--- src/design/cswt_pkg.sv ---
`timescale 1ns / 1ps
// ----------------------------------------------------------------------------
// cswt_pkg: shared types and constants of the cpu schedule wait time calculator
// field widths, saturation limits, parameter defaults and register indexes
// ----------------------------------------------------------------------------
package cswt_pkg;

    localparam int MAX_PROCS_DEF   = 16;
    localparam int BURST_WIDTH_DEF = 16;

    localparam int IN_DATA_W   = 16;
    localparam int CFG_DATA_W  = 16;
    localparam int QUANT_W     = 16;
    localparam int IDX_OUT_W   = 4;
    localparam int TIME_W      = 21;
    localparam int AVG_W       = 29;
    localparam int AVG_FRAC    = 8;
    localparam int OUT_DATA_W  = 104;
    localparam int MAX_RESULTS = 16;

    localparam logic [TIME_W-1:0]  TIME_MAX      = 21'h1FFFFF;
    localparam logic [AVG_W-1:0]   AVG_MAX       = 29'h1FFFFFFF;
    localparam logic [QUANT_W-1:0] QUANTUM_RESET = 16'd10;

    // scheduling policy
    localparam logic MODE_FCFS = 1'b0;
    localparam logic MODE_RR   = 1'b1;

    typedef enum logic [0:0] {
        CFG_SCHED_MODE   = 1'b0,
        CFG_TIME_QUANTUM = 1'b1
    } cfg_index_t;

endpackage

--- src/design/cswt_div.sv ---
`timescale 1ns / 1ps
// ----------------------------------------------------------------------------
// cswt_div: iterative unsigned divider
// restoring division, one quotient bit per cycle, done pulses when finished
// ----------------------------------------------------------------------------
module cswt_div #(
    parameter int DVD_W = 34,
    parameter int DVS_W = 5
) (
    input  logic             clk,
    input  logic             rst_n,
    input  logic             start,
    input  logic [DVD_W-1:0] dividend,
    input  logic [DVS_W-1:0] divisor,
    output logic             done,
    output logic [DVD_W-1:0] quotient
);

    localparam int STEP_W = $clog2(DVD_W + 1);

    logic              busy_reg;
    logic              done_reg;
    logic [STEP_W-1:0] step_reg;
    logic [DVD_W-1:0]  quo_reg;
    logic [DVS_W-1:0]  rem_reg;
    logic [DVS_W-1:0]  dvs_reg;

    logic [DVS_W:0]    trial;
    logic [DVS_W:0]    diff;
    logic              fits;

    assign trial = {rem_reg, quo_reg[DVD_W-1]};
    assign fits  = trial >= {1'b0, dvs_reg};
    assign diff  = trial - {1'b0, dvs_reg};

    always_ff @(posedge clk or negedge rst_n)
    begin
        if (!rst_n)
        begin
            busy_reg <= 1'b0;
            done_reg <= 1'b0;
            step_reg <= '0;
            quo_reg  <= '0;
            rem_reg  <= '0;
            dvs_reg  <= '0;
        end
        else
        begin
            done_reg <= 1'b0;
            if (start)
            begin
                busy_reg <= 1'b1;
                step_reg <= STEP_W'(DVD_W);
                quo_reg  <= dividend;
                rem_reg  <= '0;
                dvs_reg  <= divisor;
            end
            else if (busy_reg)
            begin
                quo_reg  <= {quo_reg[DVD_W-2:0], fits};
                rem_reg  <= fits ? diff[DVS_W-1:0] : trial[DVS_W-1:0];
                step_reg <= step_reg - STEP_W'(1);
                if (step_reg == STEP_W'(1))
                begin
                    busy_reg <= 1'b0;
                    done_reg <= 1'b1;
                end
            end
        end
    end

    assign done     = done_reg;
    assign quotient = quo_reg;

endmodule

--- src/design/cpu_schedule_wait_time_calculator.sv ---
`timescale 1ns / 1ps
// ----------------------------------------------------------------------------
// cpu_schedule_wait_time_calculator: fcfs / round robin waiting time engine
// loads a batch of burst times, walks the schedule, reports per process times
// ----------------------------------------------------------------------------
// Bursts are loaded one request per cycle on the slave stream until a request
// with tlast; loads beyond MAX_PROCS are dropped and flagged in tuser of every
// result of that batch. The block then stops taking requests while a small
// sequencer walks the schedule through one shared time adder: each slice
// steps through read, run and advance/context switch states, and each finished
// process visited in round robin is stepped over in the read state. Totals take
// a read and an accumulate step per loaded process, the two averages come from
// one shared bit-serial divider, and results go out one at a time, each read,
// loaded and held in an output register until taken. The last result carries
// tlast and both averages in 8 fraction bit fixed point; the block is ready for
// the next batch once that result is taken.
// ----------------------------------------------------------------------------
module cpu_schedule_wait_time_calculator #(
    parameter int MAX_PROCS   = cswt_pkg::MAX_PROCS_DEF,
    parameter int BURST_WIDTH = cswt_pkg::BURST_WIDTH_DEF
) (
    input  logic                                clk,
    input  logic                                rst_n,
    // configuration write channel
    input  logic                                cfg_valid,
    output logic                                cfg_ready,
    input  cswt_pkg::cfg_index_t                cfg_index,
    input  logic [cswt_pkg::CFG_DATA_W-1:0]     cfg_data,
    // burst stream
    input  logic                                s_tvalid,
    output logic                                s_tready,
    input  logic [cswt_pkg::IN_DATA_W-1:0]      s_tdata,    // burst_time[15:0]
    input  logic                                s_tlast,    // last_item
    // result stream
    output logic                                m_tvalid,
    input  logic                                m_tready,
    // proc_index[3:0], wait_ticks[24:4], turnaround_ticks[45:25],
    // avg_wait_q8[74:46], avg_turnaround_q8[103:75]
    output logic [cswt_pkg::OUT_DATA_W-1:0]     m_tdata,
    output logic [0:0]                          m_tuser,    // overflowed
    output logic                                m_tlast     // last_result
);

    import cswt_pkg::*;

    localparam int CNT_W = $clog2(MAX_PROCS + 1);
    localparam int IDX_W = (MAX_PROCS > 1) ? $clog2(MAX_PROCS) : 1;
    localparam int CLK_W = BURST_WIDTH + CNT_W + 1;
    localparam int TOT_W = TIME_W + CNT_W;
    localparam int DVD_W = TOT_W + AVG_FRAC;
    localparam int QW    = (BURST_WIDTH > QUANT_W) ? BURST_WIDTH : QUANT_W;
    localparam int WW    = (BURST_WIDTH > TIME_W) ? BURST_WIDTH : TIME_W;
    localparam int BIN_W = (BURST_WIDTH < IN_DATA_W) ? BURST_WIDTH : IN_DATA_W;

    typedef enum logic [3:0] {
        S_LOAD,
        S_ISSUE,
        S_EXEC,
        S_NEXT,
        S_TISSUE,
        S_TACC,
        S_DW_GO,
        S_DW_WAIT,
        S_DT_GO,
        S_DT_WAIT,
        S_EISSUE,
        S_ELOAD,
        S_EWAIT
    } state_t;

    // configuration registers
    logic               mode_reg;
    logic [QUANT_W-1:0] quantum_reg;

    // sequencer state
    state_t                 state_reg;
    logic [CNT_W-1:0]       cnt_reg;
    logic [CNT_W-1:0]       left_reg;
    logic [IDX_W-1:0]       idx_reg;
    logic [MAX_PROCS-1:0]   done_reg;
    logic                   fin_reg;
    logic                   drop_reg;
    logic [CLK_W-1:0]       clock_reg;
    logic [TOT_W-1:0]       wait_tot_reg;
    logic [TOT_W-1:0]       ta_tot_reg;
    logic [AVG_W-1:0]       avg_wait_reg;
    logic [AVG_W-1:0]       avg_ta_reg;

    // output register
    logic                   m_valid_reg;
    logic [OUT_DATA_W-1:0]  m_data_reg;
    logic                   m_user_reg;
    logic                   m_last_reg;

    // burst stores
    logic [BURST_WIDTH-1:0] orig_mem [MAX_PROCS];
    logic [BURST_WIDTH-1:0] rem_mem  [MAX_PROCS];
    logic [TIME_W-1:0]      comp_mem [MAX_PROCS];
    logic [BURST_WIDTH-1:0] orig_rd_reg;
    logic [BURST_WIDTH-1:0] rem_rd_reg;
    logic [TIME_W-1:0]      comp_rd_reg;

    // datapath
    logic                   in_req;
    logic                   has_room;
    logic [BURST_WIDTH-1:0] burst_in;
    logic [QUANT_W-1:0]     q_eff;
    logic [QW-1:0]          rem_ext;
    logic [QW-1:0]          q_ext;
    logic [QW-1:0]          rem_left;
    logic                   run_fin;
    logic [CLK_W-1:0]       addend;
    logic [CLK_W-1:0]       clk_sum;
    logic [TIME_W-1:0]      comp_sat;
    logic [WW-1:0]          c_x;
    logic [WW-1:0]          o_x;
    logic [TIME_W-1:0]      wait_val;
    logic [CNT_W-1:0]       nres;
    logic                   emit_last;
    logic                   idx_wrap;
    logic [IDX_W-1:0]       idx_adv;
    logic                   orig_we;
    logic                   rem_we;
    logic [IDX_W-1:0]       rem_addr;
    logic [BURST_WIDTH-1:0] rem_wdata;
    logic                   comp_we;

    // divider
    logic                   div_start;
    logic                   div_done;
    logic [DVD_W-1:0]       div_dividend;
    logic [DVD_W-1:0]       div_quotient;
    logic [AVG_W-1:0]       avg_sat;

    // ------------------------------------------------------------------------
    // configuration, always accepted
    // ------------------------------------------------------------------------
    assign cfg_ready = 1'b1;

    always_ff @(posedge clk or negedge rst_n)
    begin
        if (!rst_n)
        begin
            mode_reg    <= MODE_RR;
            quantum_reg <= QUANTUM_RESET;
        end
        else if (cfg_valid)
        begin
            case (cfg_index)
                CFG_SCHED_MODE:   mode_reg    <= cfg_data[0];
                CFG_TIME_QUANTUM: quantum_reg <= cfg_data[QUANT_W-1:0];
                default:          ;
            endcase
        end
    end

    // ------------------------------------------------------------------------
    // combinational datapath
    // ------------------------------------------------------------------------
    assign s_tready = (state_reg == S_LOAD);
    assign in_req   = s_tvalid && s_tready;
    assign has_room = 32'(cnt_reg) < MAX_PROCS;
    assign burst_in = BURST_WIDTH'(s_tdata[BIN_W-1:0]);

    // zero quantum runs as one tick
    assign q_eff    = (quantum_reg == '0) ? QUANT_W'(1) : quantum_reg;
    assign rem_ext  = QW'(rem_rd_reg);
    assign q_ext    = QW'(q_eff);
    assign rem_left = rem_ext - q_ext;
    // fcfs always runs a process to completion
    assign run_fin  = (mode_reg == MODE_FCFS) || (rem_ext <= q_ext);

    // shared time adder: slice length while running, one tick for a switch
    always_comb
    begin
        if (state_reg == S_EXEC)
        begin
            addend = run_fin ? CLK_W'(rem_rd_reg) : CLK_W'(q_eff);
        end
        else
        begin
            addend = CLK_W'(1);
        end
    end
    assign clk_sum  = clock_reg + addend;
    assign comp_sat = (64'(clock_reg) > 64'(TIME_MAX)) ? TIME_MAX : TIME_W'(clock_reg);

    assign c_x      = WW'(comp_rd_reg);
    assign o_x      = WW'(orig_rd_reg);
    assign wait_val = (c_x >= o_x) ? TIME_W'(c_x - o_x) : '0;

    assign nres      = (32'(cnt_reg) < MAX_RESULTS) ? cnt_reg : CNT_W'(MAX_RESULTS);
    assign emit_last = CNT_W'(idx_reg) == (nres - CNT_W'(1));
    assign idx_wrap  = CNT_W'(idx_reg) == (cnt_reg - CNT_W'(1));
    assign idx_adv   = idx_wrap ? '0 : idx_reg + IDX_W'(1);

    // ------------------------------------------------------------------------
    // burst stores, one write and one registered read each
    // ------------------------------------------------------------------------
    assign orig_we   = in_req && has_room;
    assign rem_we    = orig_we || ((state_reg == S_EXEC) && !run_fin);
    assign rem_addr  = (state_reg == S_LOAD) ? cnt_reg[IDX_W-1:0] : idx_reg;
    assign rem_wdata = (state_reg == S_LOAD) ? burst_in : BURST_WIDTH'(rem_left);
    assign comp_we   = (state_reg == S_NEXT) && fin_reg;

    always_ff @(posedge clk)
    begin
        if (orig_we)
        begin
            orig_mem[cnt_reg[IDX_W-1:0]] <= burst_in;
        end
        orig_rd_reg <= orig_mem[idx_reg];
    end

    always_ff @(posedge clk)
    begin
        if (rem_we)
        begin
            rem_mem[rem_addr] <= rem_wdata;
        end
        rem_rd_reg <= rem_mem[idx_reg];
    end

    always_ff @(posedge clk)
    begin
        if (comp_we)
        begin
            comp_mem[idx_reg] <= comp_sat;
        end
        comp_rd_reg <= comp_mem[idx_reg];
    end

    // ------------------------------------------------------------------------
    // averages through the shared divider
    // ------------------------------------------------------------------------
    assign div_start    = (state_reg == S_DW_GO) || (state_reg == S_DT_GO);
    assign div_dividend = (state_reg == S_DW_GO) ? {wait_tot_reg, AVG_FRAC'(0)}
                                                 : {ta_tot_reg, AVG_FRAC'(0)};
    assign avg_sat      = (div_quotient > DVD_W'(AVG_MAX)) ? AVG_MAX
                                                           : AVG_W'(div_quotient);

    cswt_div #(
        .DVD_W (DVD_W),
        .DVS_W (CNT_W)
    ) u_div (
        .clk      (clk),
        .rst_n    (rst_n),
        .start    (div_start),
        .dividend (div_dividend),
        .divisor  (cnt_reg),
        .done     (div_done),
        .quotient (div_quotient)
    );

    // ------------------------------------------------------------------------
    // sequencer
    // ------------------------------------------------------------------------
    always_ff @(posedge clk or negedge rst_n)
    begin
        if (!rst_n)
        begin
            state_reg    <= S_LOAD;
            cnt_reg      <= '0;
            left_reg     <= '0;
            idx_reg      <= '0;
            done_reg     <= '0;
            fin_reg      <= 1'b0;
            drop_reg     <= 1'b0;
            clock_reg    <= '0;
            wait_tot_reg <= '0;
            ta_tot_reg   <= '0;
            avg_wait_reg <= '0;
            avg_ta_reg   <= '0;
            m_valid_reg  <= 1'b0;
            m_data_reg   <= '0;
            m_user_reg   <= 1'b0;
            m_last_reg   <= 1'b0;
        end
        else
        begin
            case (state_reg)
                S_LOAD:
                begin
                    if (in_req)
                    begin
                        if (has_room)
                        begin
                            cnt_reg  <= cnt_reg + CNT_W'(1);
                            left_reg <= cnt_reg + CNT_W'(1);
                        end
                        else
                        begin
                            drop_reg <= 1'b1;
                            left_reg <= cnt_reg;
                        end
                        if (s_tlast)
                        begin
                            idx_reg      <= '0;
                            done_reg     <= '0;
                            clock_reg    <= '0;
                            wait_tot_reg <= '0;
                            ta_tot_reg   <= '0;
                            state_reg    <= S_ISSUE;
                        end
                    end
                end

                // finished entries are stepped over
                S_ISSUE:
                begin
                    if (done_reg[idx_reg])
                    begin
                        idx_reg <= idx_adv;
                    end
                    else
                    begin
                        state_reg <= S_EXEC;
                    end
                end

                S_EXEC:
                begin
                    clock_reg <= clk_sum;
                    fin_reg   <= run_fin;
                    if (run_fin)
                    begin
                        done_reg[idx_reg] <= 1'b1;
                        left_reg          <= left_reg - CNT_W'(1);
                    end
                    state_reg <= S_NEXT;
                end

                // completion is written here; round robin adds the switch tick
                S_NEXT:
                begin
                    if (mode_reg == MODE_RR)
                    begin
                        clock_reg <= clk_sum;
                    end
                    if (left_reg == '0)
                    begin
                        idx_reg   <= '0;
                        state_reg <= S_TISSUE;
                    end
                    else
                    begin
                        idx_reg   <= idx_adv;
                        state_reg <= S_ISSUE;
                    end
                end

                S_TISSUE:
                begin
                    state_reg <= S_TACC;
                end

                S_TACC:
                begin
                    wait_tot_reg <= wait_tot_reg + TOT_W'(wait_val);
                    ta_tot_reg   <= ta_tot_reg + TOT_W'(comp_rd_reg);
                    if (idx_wrap)
                    begin
                        idx_reg   <= '0;
                        state_reg <= S_DW_GO;
                    end
                    else
                    begin
                        idx_reg   <= idx_reg + IDX_W'(1);
                        state_reg <= S_TISSUE;
                    end
                end

                S_DW_GO:
                begin
                    state_reg <= S_DW_WAIT;
                end

                S_DW_WAIT:
                begin
                    if (div_done)
                    begin
                        avg_wait_reg <= avg_sat;
                        state_reg    <= S_DT_GO;
                    end
                end

                S_DT_GO:
                begin
                    state_reg <= S_DT_WAIT;
                end

                S_DT_WAIT:
                begin
                    if (div_done)
                    begin
                        avg_ta_reg <= avg_sat;
                        state_reg  <= S_EISSUE;
                    end
                end

                S_EISSUE:
                begin
                    state_reg <= S_ELOAD;
                end

                S_ELOAD:
                begin
                    m_valid_reg <= 1'b1;
                    m_data_reg  <= {emit_last ? avg_ta_reg : AVG_W'(0),
                                    emit_last ? avg_wait_reg : AVG_W'(0),
                                    comp_rd_reg,
                                    wait_val,
                                    IDX_OUT_W'(idx_reg)};
                    m_user_reg  <= drop_reg;
                    m_last_reg  <= emit_last;
                    state_reg   <= S_EWAIT;
                end

                S_EWAIT:
                begin
                    if (m_tready)
                    begin
                        m_valid_reg <= 1'b0;
                        if (m_last_reg)
                        begin
                            cnt_reg      <= '0;
                            left_reg     <= '0;
                            idx_reg      <= '0;
                            drop_reg     <= 1'b0;
                            clock_reg    <= '0;
                            wait_tot_reg <= '0;
                            ta_tot_reg   <= '0;
                            state_reg    <= S_LOAD;
                        end
                        else
                        begin
                            idx_reg   <= idx_reg + IDX_W'(1);
                            state_reg <= S_EISSUE;
                        end
                    end
                end

                default:
                begin
                    state_reg <= S_LOAD;
                end
            endcase
        end
    end

    assign m_tvalid   = m_valid_reg;
    assign m_tdata    = m_data_reg;
    assign m_tuser[0] = m_user_reg;
    assign m_tlast    = m_last_reg;

endmodule
--- config.mk ---
export PLATFORM = sky130hd
export DESIGN_NAME = cpu_schedule_wait_time_calculator
export DESIGN_NICKNAME = d
export VERILOG_FILES = /design/src/design/cswt_pkg.sv /design/src/design/cswt_div.sv /design/src/design/cpu_schedule_wait_time_calculator.sv
export SDC_FILE = /design/constraint.sdc
export NUM_CORES = 2
export LEC_CHECK = 0
export CORE_MARGIN = 3
export CORE_UTILIZATION = 35
export CTS_CLUSTER_DIAMETER = 80
export DETAILED_ROUTE_END_ITERATION = 8
export DONT_BUFFER_PORTS = 1
export HOLD_SLACK_MARGIN = 0.06
export PLACE_DENSITY = 0.46
export SYNTH_ARGS = -nofsm -noshare
export SYNTH_HDL_FRONTEND = slang
export SYNTH_SLANG_ARGS = --single-unit
export TNS_END_PERCENT = 1
--- constraint.sdc ---
create_clock -name clk -period 6.18 [get_ports clk]
set_input_delay 1.236 -clock clk [delete_from_list [all_inputs] [get_ports clk]]
set_output_delay 1.236 -clock clk [all_outputs]
set_load 0.01 [all_outputs]
# [Word-level counts from Yosys, hierarchy flattened]
# Memory sizes are Yosys's and may differ from the RTL's. A register that Yosys moved wholly into a read port is not among the register bits.
# Index checks and enable logic that the tools add are counted.
[classes] eq_ne=26 n_reduce_logical=33 n_lt_le_gt_ge=8 n_mux=83 bitwise=3 addsub=12
[ops] operator="$pmux W26 S3" count=2
[ops] operator="$mux W16" count=7
[ops] operator="$mux W22" count=5
[ops] operator="$mux W26" count=4
[ops] operator="$mux W34" count=3
[ops] operator="$pmux W22 S4" count=1
[ops] operator="$mux W29" count=3
[ops] operator="$mux W4" count=15
[ops] operator="$add A26 B21 Y26" count=2
[ops] operator="$pmux W4 S13" count=1
[ops] operator="$mux W5" count=9
[ops] operator="$mux W21" count=2
[ops] operator="$gt A34 B29 Y1 const B" count=1
[ops] operator="$pmux W16 S2" count=1
[ops] operator="$add A22 B22 Y22" count=1
[ops] operator="$gt A22 B21 Y1 const B" count=1
[ops] operator="$ge A21 B16 Y1" count=1
[ops] operator="$sub A21 B16 Y21" count=1
[ops] operator="$eq A4 B4 Y1 const B" count=5
[ops] operator="$pmux W4 S5" count=1
[ops] operator="$reduce_and A5 Y1" count=4
[ops] operator="$mux W1" count=19
[ops] operator="$eq A4 B3 Y1 const B" count=4
[ops] operator="$le A16 B16 Y1" count=1
[ops] operator="other kinds (39)" count=71
[totals] elab_cells=192 out_inout_bits=109 mem_count=3 register_bits=344 ram_bits=848 input_bits=39
[memory_table] memory="comp_mem" depth=16 width=21 rd=1 rd_clocked_by_memory_dff=1 write_ports=1 line="cpu_schedule_wait_time_calculator.sv:98" source="logic [TIME_W-1:0] comp_mem [MAX_PROCS];"
[memory_table] memory="orig_mem" depth=16 width=16 rd=1 rd_clocked_by_memory_dff=1 write_ports=1 line="cpu_schedule_wait_time_calculator.sv:96" source="logic [BURST_WIDTH-1:0] orig_mem [MAX_PROCS];"
[memory_table] memory="rem_mem" depth=16 width=16 rd=1 rd_clocked_by_memory_dff=1 write_ports=1 line="cpu_schedule_wait_time_calculator.sv:97" source="logic [BURST_WIDTH-1:0] rem_mem [MAX_PROCS];"

# [Depth between registers and ports, before layout]
[logic_depth] word_depth=9 depth_mapped=26 ltp_nobuf=25

# [Hierarchy]
# From an unflattened synthesis, not the netlist that was laid out.
[unflattened] cells_unflattened=3490 area_unflattened_um2=53422.5
[modules_own_cells] module="cpu_schedule_wait_time_calculator" cells_each=3234 seq_area_each_um2=33836.2 area_each_um2=50836.3 n_inst=1
[modules_own_cells] module="cswt_div" cells_each=256 seq_area_each_um2=1301.2 area_each_um2=2586.2 n_inst=1

# [Worst setup path after synthesis]
# Ideal clock, no wire load.
[synth_timing] kind="reg2reg" startpoint="register comp_rd_reg[1], in the netlist c_x[1], read port of comp_mem" endpoint="register wait_tot_reg[24]" path_stages_with_launch=23 required_time_ps=6117 synth_period_minus_slack_ps=5089 arrival_ps=5025 path_buffers=1 slack_ps=1091 setup_ps=63 cell_sequence="dfxtp_1 ha_1 nor2b_1 o21ai_1 a21boi_1 o32ai_1 o211ai_1 a31oi_1 o31ai_1 nor2_1 clkbuf_1 nor2_1 ha_1 fa_1 a21o_1 a211oi_2 o211ai_1 a2111o_1 a221oi_4 o21ai_2 or2_4 a211oi_2 o32a_2"
[synth_between] elab_chain_cells=4 elab_cells_between_ends=5 cone_classes="add/sub (2); order compare (1); mux (2)"
[synth_rtl] element="start, declared" line="cpu_schedule_wait_time_calculator.sv:101" source="logic [TIME_W-1:0] comp_rd_reg;"
[synth_rtl] element="$ge A21 B16 Y1" line="cpu_schedule_wait_time_calculator.sv:190" source="assign wait_val = (c_x >= o_x) ? TIME_W'(c_x - o_x) : '0;"
[synth_rtl] element="$mux W21" line="cpu_schedule_wait_time_calculator.sv:190"
[synth_rtl] element="named net wait_val[0]" line="cpu_schedule_wait_time_calculator.sv:117" source="logic [TIME_W-1:0] wait_val;"
[synth_rtl] element="$add A26 B21 Y26" line="cpu_schedule_wait_time_calculator.sv:359" source="wait_tot_reg <= wait_tot_reg + TOT_W'(wait_val);"
[synth_rtl] element="$pmux W26 S3" line="cpu_schedule_wait_time_calculator.sv:281" source="case (state_reg)"
[synth_rtl] element="end signal, assigned" line="cpu_schedule_wait_time_calculator.sv:359"
[synth_rtl] element="end, declared" line="cpu_schedule_wait_time_calculator.sv:84" source="logic [TOT_W-1:0] wait_tot_reg;"
# The timed path passes the listed nets, and every way through them passes these cells.
# A chain may end at the register's enable or synchronous reset.

# [Worst setup path in the final report]
[layout_timing] startpoint="register comp_rd_reg[1], in the netlist c_x[1], read port of comp_mem" endpoint="register wait_tot_reg[22]"
# Same word-level chain as after synthesis.

==> metrics.md <==
| Metric | Value |
|---|---|
| Status | `complete, no violations` |
| Final min period | `5.685 ns` |
| Post-Syn Instances | `3399` |
| Reg2Reg Depth | `21` |
| Slew Viols, Final | `0` |
| DP Area | `55250 um2` |
| Commonest non-fill, non-tap cell in the layout | `edfxtp_1` |
| Worst reg2reg setup slack | `0.50 ns` |
| Register area share after synthesis | `0.6669` |
| Hold Path Class | `input port to asynchronous set/reset pin` |
| Total GRT Usage | `0.1789` |
| Post-Syn Area | `52690 um2` |
| Max Clk Rate | `0.1759 GHz` |
| Reg2reg start | `c_x[1]` |
| Final #Nets | `3600` |
| Crit share post-route | `0.9199` |
| Multi-input logic area | `16650 um2` |
| CP cell instances | `ha_1 -> nor2b_1 -> o21ai_1 -> a21boi_1 -> o32ai_1 -> o211ai_1 -> a31oi_1 -> o31ai_1 -> nor2_2 -> nor2_1 -> ha_1 -> fa_1 -> a21o_1 -> a211oi_2 -> o211ai_1 -> a2111o_1 -> a221oi_4 -> o21ai_2 -> or4_1 -> nand4_1 -> o21a_1` |
| Final Skew | `0.03258 ns` |
| TritonCTS clock tree | `yes` |
| Fill count | `13510` |
| DRC Markers | `0` |
| Final Hold Viols | `0` |
| Clock sinks | `1245` |
| Largest net degree at the start of global routing | `345` |
| Clk buf depth | `3` |
| First-pass GRT wire length | `205700 um` |
| Depth of the CTS H-tree | `4` |
| Max cap viols | `0` |
| Endpoints failing setup | `0` |
| PortBufs | `0` |
| RSZ-0062 raised after global routing | `no` |
| Mapped Nets | `3553` |
| Die width | `394.0 um` |
| RR Endpoint | `wait_tot_reg[22]` |
| Netlist cell types | `81` |
| IO Count | `148` |
| Critical path buffer and inverter count | `0` |
| RD Place Congestion | `0.8817` |
| Slew HR | `0.1615` |
| Initial antenna violation count | `3` |
| Wire length per cell | `24.98 um` |
| Setup bufs post-CTS | `0` |
| Slowest CP cell | `o32ai_1` |
| Tightest Pin Transition | `1.249 ns` |
| Crit end category | `flop` |
| Cts hold-fix bufs | `0` |
| DR top layer | `met5` |
| Vias per inst | `5.270` |
| Most frequent cells in the layout | `edfxtp_1 (848), dfrtp_1 (336), mux4_2 (270), nand2_1 (255), nor2_1 (169)` |
| Starting DRC count in detailed routing | `2047` |
| Largest Register | `comp_mem` |
| Leak | `21.89 nW` |
| Resized cells post-CTS | `0` |
| Slowest stage delay, CP | `0.57 ns` |
| Root Buffer | `clkbuf_16` |
| Commonest register cell after synthesis | `edfxtp_1` |
| Die Height | `394.0 um` |
| Async set-or-reset flop fraction in the synthesized netlist | `0.2763` |
| CP required | `6.87 ns` |
| Setup tns final | `0 ns` |
| Critical Path AT | `6.37 ns` |
| Wire length on met1 | `59530 um` |
| EDFF count, synth | `848` |
| Design area | `59940 um2` |
| Syn avg cell area | `15.50 um2` |
| Warnings from Yosys | `0` |
| Drt first pass iters | `7` |
| Critical path's top delay family | `compound AO/OA/AOI/OAI gates` |
| Vias in the first global route | `30360` |
| Proportion of layout cells with a drive suffix above 1 | `0.1976` |
| CTS buffer count | `142` |
| Antenna Nets Post-Route | `0` |
| Die ar. | `155200 um2` |
| Max FFs per register | `336` |
| Startpoint Class | `flop` |
| Routed length on met3 | `6328 um` |
| CORE AREA | `148500 um2` |
| Starting Density | `0.3547` |
| Detailed-route via count | `29330` |
| Worst vdd ir | `0.2825 mV` |
| CP max FO | `6` |
| Area Overhead vs Synth | `13.76%` |
| WL final | `139000 um` |
| # rows | `141` |
| Crit Path Class | `flop to flop` |
| Power Density | `492.0 nW/um2` |
| Hpwl dp | `87340 um` |
| Clock Pin Slew Worst Setup and Hold Paths | `0.06 ns` |
| WL met2 | `69340 um` |
| Reg area | `35150 um2` |
| GRT overflow | `0` |
| Clock Latency Late Sink | `0.78 ns` |
| Synth Register Bits | `1245` |
==> logic make-up (layout without fill, tap and decap cells) <==
logic type	after synthesis	count (layout)	share of synthesized area
flops	1245	1245	0.6669
mux	349	349	0.1315
fa+ha+maj	115	115	0.02816
buf+inv	261	424	0.01921
simple gates	686	686	0.05915
other cells	1	2	0.00007117
xor+xnor	103	103	0.01712
compound gates	639	639	0.07789
==> cells in the mapped netlist, drive strengths merged (4+ instances only) <==
cell	instances	area (um2)
ha	109	1364
mux4	270	6081
mux2i	33	330.3
nand3b	4	30.03
nand4	21	131.4
a211oi	40	310.3
dfrtp	341	8533
buf	51	213.9
or2	25	158.9
nand2	256	960.9
or4	4	30.03
o21bai	9	67.56
a31o	8	70.07
nand2b	22	137.6
inv	81	304.0
o21ai	211	1060
nor3	23	120.1
and3	19	120.1
o21a	14	105.1
o211ai	10	80.07
a22o	74	648.1
edfxtp	848	25460
o31ai	31	232.7
xor2	54	473.0
a21oi	132	660.6
nand3	26	130.1
dfxtp	53	1061
xnor2	49	429.2
a21boi	7	52.55
clkbuf	129	494.2
and2	20	126.4
or3	7	43.79
nor4	7	43.79
a21o	53	400.4
mux2	46	518.0
a31oi	14	87.58
nor2b	41	256.5
nor2	203	762.0
fa	6	120.1
o31a	5	43.79
o22ai	7	43.79
==> layer usage <==
layer | vias to the layer above | track usage
met5 | - | 0
met4 | 2 | 0.05443
met3 | 203 | 0.03334
met2 | 661 | 0.3024
met1 | 15290 | 0.2344
li1 | 13170 | -
==> worst max path at each step <==
stage | startpoint | end | depth (start not counted)
after global routing | c_x[1] | wait_tot_reg[22] | 21
after detailed placement | c_x[1] | wait_tot_reg[24] | 21
after CTS | c_x[1] | wait_tot_reg[24] | 21
final | c_x[1] | wait_tot_reg[22] | 21
after floorplan | c_x[1] | wait_tot_reg[24] | 22
after global placement | c_x[1] | wait_tot_reg[22] | 21
==> power by group <==
group	leakage, nW	internal [mW]	switching (mW)
Combinational	6.75	3.82	5.95
Sequential	12.8	10.5	0.919
Clock	2.30	4.96	3.39
Total	21.9	19.2	10.3
==> cell type report <==
type | count | share of cell area
diodes | 1 | 0.00004175
clock buffers | 198 | 0.06719
clock inverters | 62 | 0.01104
inverters | 81 | 0.005072
multi-input cells | 1893 | 0.2778
flip-flops and latches | 1245 | 0.5865
well taps | 2002 | 0.04179
repair buffers | 83 | 0.01060
==> through the flow <==
step / worst slack [ns] / hold slack [ns] / total power [mW] / utilization / std cells
after floorplan: 1.091 / 0.4415 / 18.02 / - / 3399
after global placement: 0.6247 / 0.4643 / 21.15 / 0.3719 / 5304
after detailed placement: 0.5634 / 0.4713 / 21.42 / 0.3719 / 5304
after CTS: 0.5320 / 0.07858 / 29.89 / 0.4035 / 5564
after global routing: 0.1231 / 0.08562 / 31.17 / 0.4035 / 5564
final: 0.4951 / 0.1577 / 29.49 / 0.4035 / 5565
(Power assumes the default switching activity.)
